===== config.mk =====
export PLATFORM = sky130hd
export DESIGN_NAME = pen_pressure_conditioner
export DESIGN_NICKNAME = d
export VERILOG_FILES = /design/src/hdl/ppc_pkg.sv /design/src/hdl/ppc_fifo.sv /design/src/hdl/ppc_front.sv /design/src/hdl/ppc_back.sv /design/src/hdl/pen_pressure_conditioner.sv
export VERILOG_INCLUDE_DIRS = /design/src /design/src/hdl
export SDC_FILE = /design/constraint.sdc
export NUM_CORES = 2
export LEC_CHECK = 0
export ABC_AREA = 1
export BUFFER_PORTS_ARGS = -buffer_cell sky130_fd_sc_hd__clkbuf_2
export CAP_MARGIN = 10
export CORE_ASPECT_RATIO = 1.25
export CORE_UTILIZATION = 50
export CTS_CLUSTER_SIZE = 28
export DETAILED_ROUTE_END_ITERATION = 16
export MAX_ROUTING_LAYER = met4
export PLACE_DENSITY = 0.68
export RECOVER_POWER = 25
export SLEW_MARGIN = 10
export SYNTH_ARGS = -nofsm -noshare
export SYNTH_HDL_FRONTEND = slang
export SYNTH_HIERARCHICAL = 1
export SYNTH_SLANG_ARGS = --single-unit
export TNS_END_PERCENT = 100

===== constraint.sdc =====
create_clock -name clk -period 10.15 [get_ports clk]
set_input_delay 1.5225 -clock clk [delete_from_list [all_inputs] [get_ports clk]]
set_output_delay 1.5225 -clock clk [all_outputs]
set_load 0.05 [all_outputs]

===== src/hdl/pen_pressure_conditioner_defines.svh =====
`ifndef PEN_PRESSURE_CONDITIONER_DEFINES_SVH
`define PEN_PRESSURE_CONDITIONER_DEFINES_SVH

`ifndef SYNTHESIS
// immediate implication: ante holds -> cons holds in the same cycle
`define PPC_ASSERT_IMP(lbl, clk_s, rst_s, ante, cons) \
	lbl: assert property (@(posedge clk_s) disable iff (!rst_s) (ante) |-> (cons)) \
		else $error("ppc check failed");
// next-cycle implication
`define PPC_ASSERT_NXT(lbl, clk_s, rst_s, ante, cons) \
	lbl: assert property (@(posedge clk_s) disable iff (!rst_s) (ante) |=> (cons)) \
		else $error("ppc check failed");
`else
`define PPC_ASSERT_IMP(lbl, clk_s, rst_s, ante, cons)
`define PPC_ASSERT_NXT(lbl, clk_s, rst_s, ante, cons)
`endif

`endif


===== src/hdl/ppc_pkg.sv =====
package ppc_pkg;

	localparam logic [1:0] ACT_PACKET = 2'd0;
	localparam logic [1:0] ACT_ENTER  = 2'd1;
	localparam logic [1:0] ACT_LEAVE  = 2'd2;

	localparam logic REG_PMIN = 1'b0;
	localparam logic REG_PMAX = 1'b1;

	localparam logic [15:0] PMIN_RESET = 16'd0;
	localparam logic [15:0] PMAX_RESET = 16'd1023;

	localparam logic [15:0] FULL_SCALE      = 16'h8000;
	localparam logic [14:0] ALPHA_Q15       = 15'd21299;
	localparam logic [13:0] ONE_MINUS_ALPHA = 14'd11469;
	localparam logic [30:0] HALF_LSB        = 31'd16384;
	localparam logic [6:0]  THRESH_FLOOR    = 7'd3;
	localparam int          DIV_STEPS       = 15;

	localparam int FIFO_DEPTH = 2;
	localparam int FIFO_AW    = $clog2(FIFO_DEPTH);

	typedef enum logic [1:0] {
		KIND_PACKET,
		KIND_ENTER,
		KIND_LEAVE
	} ev_kind_t;

	typedef enum logic [2:0] {
		B_IDLE,
		B_SETUP,
		B_DIV,
		B_MUL,
		B_EMA,
		B_EMIT
	} back_state_t;

	typedef struct packed {
		logic [1:0]         action;
		logic signed [31:0] pos_x;
		logic signed [31:0] pos_y;
		logic [15:0]        raw_pressure;
		logic [15:0]        button_bits;
		logic               queue_error;
		logic [31:0]        report_time;
		logic               has_metadata;
	} in_item_t;

	typedef struct packed {
		logic signed [31:0] sample_x;
		logic signed [31:0] sample_y;
		logic [15:0]        smoothed_level;
		logic [2:0]         button_mask;
		logic [31:0]        sample_time;
		logic               time_valid;
		logic [31:0]        overflow_total;
		logic [31:0]        sample_number;
	} sample_t;

	typedef struct packed {
		ev_kind_t           kind;
		logic signed [31:0] pos_x;
		logic signed [31:0] pos_y;
		logic [15:0]        raw;
		logic [2:0]         btn;
		logic               ovf_hit;
		logic [31:0]        stamp;
		logic               meta;
	} q_entry_t;

	typedef struct packed {
		logic [FIFO_AW:0] count;
		logic             full;
		logic             empty;
	} fifo_status_t;

	typedef struct packed {
		logic load;
		logic emitting;
	} back_status_t;

endpackage


===== src/hdl/ppc_fifo.sv =====
module ppc_fifo (
	input  logic                   clk,
	input  logic                   arst_n,
	input  logic                   push,
	input  ppc_pkg::q_entry_t      wr_entry,
	input  logic                   pop,
	output ppc_pkg::q_entry_t      rd_entry,
	output ppc_pkg::fifo_status_t  status
);
	import ppc_pkg::*;

	q_entry_t             mem [FIFO_DEPTH];
	logic [FIFO_AW-1:0]   wr_ptr_q;
	logic [FIFO_AW-1:0]   rd_ptr_q;
	logic [FIFO_AW:0]     count_q;

	always_ff @(posedge clk) begin
		if (push) begin
			mem[wr_ptr_q] <= wr_entry;
		end
	end

	always_ff @(posedge clk or negedge arst_n) begin
		if (!arst_n) begin
			wr_ptr_q <= '0;
			rd_ptr_q <= '0;
			count_q  <= '0;
		end else begin
			if (push) begin
				wr_ptr_q <= wr_ptr_q + 1'b1;
			end
			if (pop) begin
				rd_ptr_q <= rd_ptr_q + 1'b1;
			end
			if (push && !pop) begin
				count_q <= count_q + 1'b1;
			end else if (pop && !push) begin
				count_q <= count_q - 1'b1;
			end
		end
	end

	assign rd_entry     = mem[rd_ptr_q];
	assign status.count = count_q;
	assign status.full  = (count_q == (FIFO_AW+1)'(FIFO_DEPTH));
	assign status.empty = (count_q == '0);

endmodule


===== src/hdl/ppc_front.sv =====
module ppc_front (
	input  logic                 item_valid,
	output logic                 item_stall,
	input  ppc_pkg::in_item_t    item,
	input  logic                 fifo_full,
	output logic                 push,
	output ppc_pkg::q_entry_t    entry
);
	import ppc_pkg::*;

	logic known;

	always_comb begin
		known = 1'b1;
		entry.kind = KIND_PACKET;
		case (item.action)
			ACT_PACKET: entry.kind = KIND_PACKET;
			ACT_ENTER:  entry.kind = KIND_ENTER;
			ACT_LEAVE:  entry.kind = KIND_LEAVE;
			default:    known = 1'b0;
		endcase
		entry.pos_x   = item.pos_x;
		entry.pos_y   = item.pos_y;
		entry.raw     = item.raw_pressure;
		entry.btn     = item.button_bits[2:0];
		entry.ovf_hit = item.has_metadata & item.queue_error;
		entry.stamp   = item.has_metadata ? item.report_time : 32'd0;
		entry.meta    = item.has_metadata;
	end

	// unused action codes are taken and dropped
	assign item_stall = fifo_full;
	assign push       = item_valid && !fifo_full && known;

endmodule


===== src/hdl/ppc_back.sv =====
module ppc_back (
	input  logic                  clk,
	input  logic                  arst_n,
	input  logic                  cfg_we,
	input  logic                  cfg_index,
	input  logic [15:0]           cfg_data,
	input  logic                  fifo_empty,
	input  ppc_pkg::q_entry_t     rd_entry,
	output logic                  pop,
	output logic                  sample_valid,
	input  logic                  sample_stall,
	output ppc_pkg::sample_t      sample,
	output ppc_pkg::back_status_t status
);
	import ppc_pkg::*;

	back_state_t state_q, state_d;

	logic [15:0] pmin_q, pmax_q;
	logic        contact_q;
	logic [15:0] ema_q;
	logic [31:0] ovf_q, serial_q;
	logic [31:0] last_x_q, last_y_q;

	q_entry_t    cur_q;
	logic [15:0] span_q, rem_q, norm_q, level_q;
	logic [2:0]  btn_q;
	logic [3:0]  cnt_q;
	logic [29:0] prod_q;

	logic        sample_valid_q;
	sample_t     sample_q;

	logic        pos;
	logic [15:0] diff, span_c;
	logic [6:0]  thresh;
	logic        engaged_n, rest, full_norm;
	logic [16:0] div_t, div_sub;
	logic        div_ge;
	logic [29:0] prod_c, prod_b;
	logic [30:0] acc;
	logic [15:0] level_c;
	logic [31:0] ovf_next, serial_next;
	logic        load;

	assign pos       = cur_q.raw > pmin_q;
	assign diff      = cur_q.raw - pmin_q;
	assign span_c    = (pmax_q > pmin_q) ? (pmax_q - pmin_q) : 16'd1;
	assign thresh    = (span_c[15:9] < THRESH_FLOOR) ? THRESH_FLOOR : span_c[15:9];
	assign engaged_n = contact_q ? pos : (pos && (diff > {9'd0, thresh}));
	assign rest      = !engaged_n && !pos;
	assign full_norm = diff >= span_c;

	assign div_t   = {rem_q, 1'b0};
	assign div_sub = div_t - {1'b0, span_q};
	assign div_ge  = div_t >= {1'b0, span_q};

	assign prod_c  = 30'(ALPHA_Q15) * 30'(norm_q);
	assign prod_b  = 30'(ONE_MINUS_ALPHA) * 30'(ema_q);
	assign acc     = {1'b0, prod_q} + {1'b0, prod_b} + HALF_LSB;
	assign level_c = (acc[30:15] > FULL_SCALE) ? FULL_SCALE : acc[30:15];

	assign ovf_next    = (cur_q.ovf_hit && ovf_q != '1) ? ovf_q + 32'd1 : ovf_q;
	assign serial_next = serial_q + 32'd1;

	always_comb begin
		state_d = state_q;
		pop     = 1'b0;
		load    = 1'b0;
		case (state_q)
			B_IDLE: begin
				if (!fifo_empty) begin
					pop = 1'b1;
					case (rd_entry.kind)
						KIND_PACKET: state_d = B_SETUP;
						KIND_LEAVE:  state_d = B_EMIT;
						default:     state_d = B_IDLE;
					endcase
				end
			end
			B_SETUP: begin
				if (rest) begin
					state_d = B_EMIT;
				end else if (full_norm) begin
					state_d = B_MUL;
				end else begin
					state_d = B_DIV;
				end
			end
			B_DIV: begin
				if (cnt_q == 4'd1) begin
					state_d = B_MUL;
				end
			end
			B_MUL: begin
				if (ema_q == '0 && norm_q != '0) begin
					state_d = B_EMIT;
				end else begin
					state_d = B_EMA;
				end
			end
			B_EMA: state_d = B_EMIT;
			B_EMIT: begin
				if (!sample_valid_q || !sample_stall) begin
					load    = 1'b1;
					state_d = B_IDLE;
				end
			end
			default: state_d = B_IDLE;
		endcase
	end

	always_ff @(posedge clk or negedge arst_n) begin
		if (!arst_n) begin
			state_q        <= B_IDLE;
			pmin_q         <= PMIN_RESET;
			pmax_q         <= PMAX_RESET;
			contact_q      <= 1'b0;
			ema_q          <= '0;
			ovf_q          <= '0;
			serial_q       <= '0;
			last_x_q       <= '0;
			last_y_q       <= '0;
			sample_valid_q <= 1'b0;
		end else begin
			state_q <= state_d;
			if (cfg_we) begin
				case (cfg_index)
					REG_PMIN: pmin_q <= cfg_data;
					REG_PMAX: pmax_q <= cfg_data;
					default:  pmin_q <= pmin_q;
				endcase
			end
			case (state_q)
				B_IDLE: begin
					if (pop && rd_entry.kind != KIND_PACKET) begin
						contact_q <= 1'b0;
						ema_q     <= '0;
					end
				end
				B_SETUP: begin
					contact_q <= engaged_n;
					if (rest) begin
						ema_q <= '0;
					end
				end
				B_MUL: begin
					if (ema_q == '0 && norm_q != '0) begin
						ema_q <= norm_q;
					end
				end
				B_EMA: ema_q <= level_c;
				default: ;
			endcase
			if (load) begin
				serial_q <= serial_next;
				if (cur_q.kind == KIND_PACKET) begin
					ovf_q    <= ovf_next;
					last_x_q <= cur_q.pos_x;
					last_y_q <= cur_q.pos_y;
				end
			end
			if (load) begin
				sample_valid_q <= 1'b1;
			end else if (!sample_stall) begin
				sample_valid_q <= 1'b0;
			end
		end
	end

	always_ff @(posedge clk) begin
		case (state_q)
			B_IDLE: begin
				if (pop) begin
					cur_q <= rd_entry;
				end
			end
			B_SETUP: begin
				btn_q  <= cur_q.btn | {2'b00, engaged_n};
				span_q <= span_c;
				rem_q  <= diff;
				cnt_q  <= 4'(DIV_STEPS);
				if (rest) begin
					level_q <= '0;
				end
				norm_q <= full_norm ? FULL_SCALE : 16'd0;
			end
			B_DIV: begin
				rem_q  <= div_ge ? div_sub[15:0] : div_t[15:0];
				norm_q <= {norm_q[14:0], div_ge};
				cnt_q  <= cnt_q - 4'd1;
			end
			B_MUL: begin
				level_q <= norm_q;
				prod_q  <= prod_c;
			end
			B_EMA: level_q <= level_c;
			default: ;
		endcase
		if (load) begin
			if (cur_q.kind == KIND_PACKET) begin
				sample_q.sample_x       <= cur_q.pos_x;
				sample_q.sample_y       <= cur_q.pos_y;
				sample_q.smoothed_level <= level_q;
				sample_q.button_mask    <= btn_q;
				sample_q.sample_time    <= cur_q.stamp;
				sample_q.time_valid     <= cur_q.meta;
				sample_q.overflow_total <= ovf_next;
			end else begin
				sample_q.sample_x       <= last_x_q;
				sample_q.sample_y       <= last_y_q;
				sample_q.smoothed_level <= '0;
				sample_q.button_mask    <= '0;
				sample_q.sample_time    <= '0;
				sample_q.time_valid     <= 1'b0;
				sample_q.overflow_total <= ovf_q;
			end
			sample_q.sample_number <= serial_next;
		end
	end

	assign sample_valid    = sample_valid_q;
	assign sample          = sample_q;
	assign status.load     = load;
	assign status.emitting = (state_q == B_EMIT);

endmodule


===== src/hdl/pen_pressure_conditioner.sv =====
// channel | dir | handshake            | payload
// item    | in  | item_valid/stall     | in_item_t (pen packet, enter, leave)
// sample  | out | sample_valid/stall   | sample_t
// cfg     | in  | cfg_we, no wait      | cfg_index, cfg_data
//
// Packet: setup, the 15-step restoring divider for the normalised pressure,
// multiply, smoothing and emit; a fresh contact skips the smoothing step,
// full-scale pressure skips the divide, a released pen goes straight to emit.
// Leave goes straight to emit. Enter makes no sample.
// Reset clears contact, smoothing, counters and last position; range regs
// return to 0 and 1023. A 2-entry queue keeps items flowing while the
// output register waits on sample_stall.
`include "pen_pressure_conditioner_defines.svh"

module pen_pressure_conditioner (
	input  logic               clk,
	input  logic               arst_n,
	input  logic               cfg_we,
	input  logic               cfg_index,
	input  logic [15:0]        cfg_data,
	input  logic               item_valid,
	output logic               item_stall,
	input  ppc_pkg::in_item_t  item,
	output logic               sample_valid,
	input  logic               sample_stall,
	output ppc_pkg::sample_t   sample
);
	import ppc_pkg::*;

	logic         push, pop;
	q_entry_t     wr_entry, rd_entry;
	fifo_status_t fst;
	back_status_t bst;

	ppc_front u_front (
		.item_valid (item_valid),
		.item_stall (item_stall),
		.item       (item),
		.fifo_full  (fst.full),
		.push       (push),
		.entry      (wr_entry)
	);

	ppc_fifo u_fifo (
		.clk      (clk),
		.arst_n   (arst_n),
		.push     (push),
		.wr_entry (wr_entry),
		.pop      (pop),
		.rd_entry (rd_entry),
		.status   (fst)
	);

	ppc_back u_back (
		.clk          (clk),
		.arst_n       (arst_n),
		.cfg_we       (cfg_we),
		.cfg_index    (cfg_index),
		.cfg_data     (cfg_data),
		.fifo_empty   (fst.empty),
		.rd_entry     (rd_entry),
		.pop          (pop),
		.sample_valid (sample_valid),
		.sample_stall (sample_stall),
		.sample       (sample),
		.status       (bst)
	);

	`PPC_ASSERT_IMP(a_fifo_bound, clk, arst_n, 1'b1, fst.count <= (FIFO_AW+1)'(FIFO_DEPTH))
	`PPC_ASSERT_IMP(a_level_range, clk, arst_n, sample_valid, sample.smoothed_level <= FULL_SCALE)
	`PPC_ASSERT_NXT(a_load_shows, clk, arst_n, bst.load, sample_valid)
	`PPC_ASSERT_NXT(a_emit_free, clk, arst_n, bst.emitting && !sample_valid, !bst.emitting)

endmodule


# After elaboration in Yosys (flattened, before gate mapping)
# Memories as Yosys holds them, arrays and structs flattened.
# Index checks and enable logic that the tools add are counted.
dict set report classes {
  n_mul 2
  n_mux 39
  bitwise 3
  order_cmp 7
  reduce_logical 39
  n_eq_ne 18
  addsub 12
}
# cell n
set op_table {}
lappend op_table {{148-bit 2-to-1 mux} 1}
lappend op_table {{16-bit 2-to-1 mux} 7}
lappend op_table {{32-bit by 1-bit adder with 32-bit output, second input constant} 2}
lappend op_table {{32-bit 2-to-1 mux} 2}
lappend op_table {{16-bit case mux with 2 select lines} 2}
lappend op_table {{16-bit case mux with 4 select lines} 1}
lappend op_table {{16-bit case mux with 3 select lines} 1}
lappend op_table {{16-bit subtractor} 3}
lappend op_table {{16-bit > comparator} 2}
lappend op_table {{32-bit != test, second input constant} 1}
lappend op_table {{30-bit by 30-bit adder with 31-bit output} 1}
lappend op_table {{31-bit by 15-bit adder with 31-bit output, second input constant} 1}
lappend op_table {{14-bit by 16-bit multiplier with 30-bit output, first input constant} 1}
lappend op_table {{15-bit by 16-bit multiplier with 30-bit output, first input constant} 1}
lappend op_table {{3-bit case mux with 6 select lines} 1}
lappend op_table {{17-bit by 16-bit >= comparator with 1-bit output} 1}
lappend op_table {{16-bit >= comparator} 1}
lappend op_table {{16-bit > comparator, second input constant} 1}
lappend op_table {{16-bit by 7-bit > comparator with 1-bit output} 1}
lappend op_table {{16-bit logical NOT} 1}
lappend op_table {{16-bit nonzero test} 1}
lappend op_table {{1-bit 2-to-1 mux} 13}
lappend op_table {{3-bit 2-to-1 mux} 4}
lappend op_table {{2-bit by 1-bit != test with 1-bit output, second input constant} 6}
lappend op_table {{33 further kinds} 64}
dict set report word_totals {
  ramBits 238
  inputBits 154
  register_bits 585
  mem_count 1
}
# name depth word_bits rd rd_clocked_by_memory_dff write_ports line_no
set mem_list {}
lappend mem_list {u_fifo.mem 2 119 1 0 1 ppc_fifo.sv:12} ;# q_entry_t mem [FIFO_DEPTH];

# Longest topological paths before layout
dict set report logic_depth {
  word_depth 11
  depth_mapped 33
  ltp_nobuf 32
}

# Hierarchy
# Netlist, hierarchy kept.
# module cells_per_inst area_each_um2 n_inst
set by_module_without_submodules {}
lappend by_module_without_submodules {ppc_back 3798 36526.3 1}
lappend by_module_without_submodules {ppc_fifo 395 8827.2 1}
lappend by_module_without_submodules {ppc_front 164 993.5 1}

# Worst setup path after synthesis
# No wires, ideal clock.
dict set report synth_path {
  path_kind {reg2reg}
  startpoint {register u_back.state_q[1]}
  endpoint {register u_back.ema_q[6]}
  path_stages_with_launch 13
  arrival_time_ns 7.625
  required_time_ns 10.085
  n_path_buf 1
  path_slack_ns 2.460
  setup_time_ns 0.065
  cell_sequence {dfrtp_1 nor2_1 inv_1 nor2_1 inv_1 nor2_1 o21ai_0 a221oi_1 nand2_1 inv_2 buf_4 nand2_1 nand2_1}
}
dict set report synth_via {
  elab_chain_len 5
}
# item line_no
set synth_rtl {}
lappend synth_rtl {{start: declaration} ppc_back.sv:17} ;# back_state_t state_q, state_d;
lappend synth_rtl {{start signal: assignment} ppc_back.sv:126} ;# state_q <= state_d;
lappend synth_rtl {{3-bit logical NOT} ppc_back.sv:70} ;# case (state_q)
lappend synth_rtl {{1-bit 2-to-1 mux} ppc_back.sv:70}
lappend synth_rtl {{net pop} pen_pressure_conditioner.sv:30} ;# logic push, pop;
lappend synth_rtl {{1-bit logical AND} ppc_back.sv:136} ;# if (pop && rd_entry.kind != KIND_PACKET) begin
lappend synth_rtl {{2-bit by 1-bit != test with 1-bit output (no source line)} n/a}
lappend synth_rtl {{4-bit AND reduction (no source line)} n/a}
lappend synth_rtl {{end signal: assignment} ppc_back.sv:149} ;# ema_q <= norm_q;
lappend synth_rtl {{end signal: assignment} ppc_back.sv:152} ;# B_EMA: ema_q <= level_c;
lappend synth_rtl {{end: declaration} ppc_back.sv:21} ;# logic [15:0] ema_q;
# The timed path passes the listed nets, and every way through them passes these cells.
# A chain may end at the register's enable or synchronous reset.

# Final worst setup path
dict set report layout_path {
  startpoint {register u_back.ema_q[15]}
  endpoint {register u_back.ema_q[10]}
}
dict set report layout_via {
  elab_chain_len 6
}
# item line_no
set layout_rtl {}
lappend layout_rtl {{14-bit by 16-bit multiplier with 30-bit output} ppc_back.sv:59} ;# assign prod_b = 30'(ONE_MINUS_ALPHA) * 30'(ema_q);
lappend layout_rtl {{30-bit by 30-bit adder with 31-bit output} ppc_back.sv:60} ;# assign acc = {1'b0, prod_q} + {1'b0, prod_b} + HALF_LSB;
lappend layout_rtl {{31-bit by 15-bit adder with 31-bit output} ppc_back.sv:60}
lappend layout_rtl {{16-bit > comparator} ppc_back.sv:61} ;# assign level_c = (acc[30:15] > FULL_SCALE) ? FULL_SCALE : acc[30:15];
lappend layout_rtl {{16-bit 2-to-1 mux} ppc_back.sv:61}
lappend layout_rtl {{16-bit case mux with 4 select lines} ppc_back.sv:134} ;# case (state_q)
# Parallel ways exist; a longest one is shown, timed or not.

==> impl_metrics.ini <==
[clock_tree]
cts_setup_buffers = 0
cts_sinks = 823
htreeDepth = 3
cts_resized = 0
insertion_delay_ps = 660
clkSlewWorstSetupHoldPaths_ps = 60
clk_path_buf_depth = 3
cts_made_buffers = 83
cts_tree = built
cts_root_buffer = clkbuf_16
ctsHoldBuffers = 0

[setup_path]
crit_arrival_ps = 6820
reg2regPathDepth = 29
cpMostUsedCell = inv_1
critPathCaptureType = flop
required_ps = 10710
crit_fanout = 14
critical_path_class = reg -> reg
slowest_stage = fa_1
cp-start-kind = flop
cp_slowest_stage_delay_ps = 540

[final_layout]
multi_input_area_um2 = 18300
layout.cells.most_common_list = nand2_1 (828), inv_1 (812), edfxtp_1 (638), ha_1 (368), o21ai_0 (308)
drive_above_1_share_pct = 13.1
final_common_cell = nand2_1
fill_cells = 7852
area_growth_syn_to_layout_pct = 10.8
final-seq-area_um2 = 23800
nets = 5298

[hold_path]
hp-class = reg -> reg
hold_depth = 0

[sta]
worst_slew_pin_slew_ps = 4130
setup_tns_ps = 0
relSlewSlack_pct = -175
min_period_ps = 6250
rsz0062_at_grt = no
fin_worst_skew_ps = 45.6
finalHoldViolCount = 0
timing.final.crit_share_pct = 61.6
fmax_mhz = 160
finalSetupViolCount = 0
maxSlewViolCount = 330

[synth]
yosysWarnings = 6
synth_nets = 5046
syn-cell-area_um2 = 46300
synthCells = 4355
synth_area_per_cell_um2 = 10.6

[grt]
grt.total_usage_pct = 22.9
grt_pass1_vias = 30100
grt_pass1_wl_mm = 162
gr-total-overflow = 0
antenna_found_initial = 14
grt_start_max_net_pins = 132

[die]
die_h_um = 342
start_util_pct = 50.5
dieWidth_um = 274
num_io_pins = 336
coreArea_um2 = 91700
rows = 124
dieArea_um2 = 93900

[flow_run]
cap_violations = 7

[routing]
vias_per_cell = 5.03
initialDrtViolationCount = 1942
wl_per_cell_um = 17.5
drc_errors = 13
vias = 29600
drtAntennaViolNets = 0
dr.pass1.iters = 13
wirelength_mm = 103

[placed_design]
numPortBuffers = 322
hpwl_mm = 76.0
gp_congestion = 0.923

[status]
violations = design-rule violations, max-capacitance violations, max-slew violations
run_status = finished with violations
==> layout make-up <==
| class | count | area share, % |
|---|---|---|
| sequential | 823 | 46.4 |
| multi-input combinational | 2530 | 35.7 |
| antenna | 14 | 0.0683 |
| timing repair buffer | 341 | 3.25 |
| clock inverter | 49 | 1.26 |
| clock buffer | 107 | 4.37 |
| inverter | 828 | 6.08 |
| tap | 1197 | 2.92 |
==> worst max-delay path, delay by kind of cell, from the launching register on <==
family	cells	cell delay [ps]
AOI/OAI and AO/OA	2	330
xor gates and xnor gates	1	310
adders and majority gates	7	3240
buffers and inverters	10	660
DFF	1	500
and+or+nand+nor	9	1130
==> registers in the layout, summed over array words and instances (netlist names), 2 cells and up <==
signal	flops
u_back/btn_q	3
u_back/cnt_q	4
u_back/cur_q	119
u_back/ema_q	16
u_back/last_x_q	32
u_back/last_y_q	32
u_back/level_q	16
u_back/norm_q	16
u_back/ovf_q	32
u_back/pmax_q	16
u_back/pmin_q	16
u_back/prod_q	30
u_back/rem_q	16
u_back/sample	180
u_back/serial_q	32
u_back/span_q	16
u_back/state_q	3
u_fifo/count_q	2
u_fifo/mem	238
==> stage by stage <==
step / instances / utilization [%] / setup slack [ps] / area, µm² / hold slack, ps
2_1_floorplan: 4355 / - / 2460 / 46300 / 400
3_3_place_gp: 5719 / 52.9 / 3870 / 48500 / 401
3_5_place_dp: 5719 / 52.9 / 3870 / 48500 / 405
4_1_cts: 5875 / 56.1 / 3810 / 51400 / 421
5_1_grt: 5889 / 56.0 / 3460 / 51300 / 446
6_report: 5889 / 56.0 / 3900 / 51300 / 422
==> per-layer routing <==
layer  vias to the layer above  GRT usage, %  routed length, µm
met2                       714          39.2              52000
li1                      14600             -                  -
met1                     14100          26.7              42200
met5                         -             -                  0
met3                       154          5.35               6320
met4                         0          6.77               2770
==> worst paths after layout <==
kind,from,to,slack (ps)
min reg2reg,u_back/cur_q[36],u_back/btn_q[2],420
max,u_back/ema_q[15],u_back/ema_q[10],3900
min,u_back/cur_q[36],u_back/btn_q[2],420
max in group asynchronous,arst_n,u_back/ema_q[0],5190
max reg2reg,u_back/ema_q[15],u_back/ema_q[10],3900
min in group asynchronous,arst_n,u_back/ovf_q[24],2320
Power is left out: the tool's default activity adds up to more than one toggle a clock period on the data nets, which glitch-free logic cannot reach.
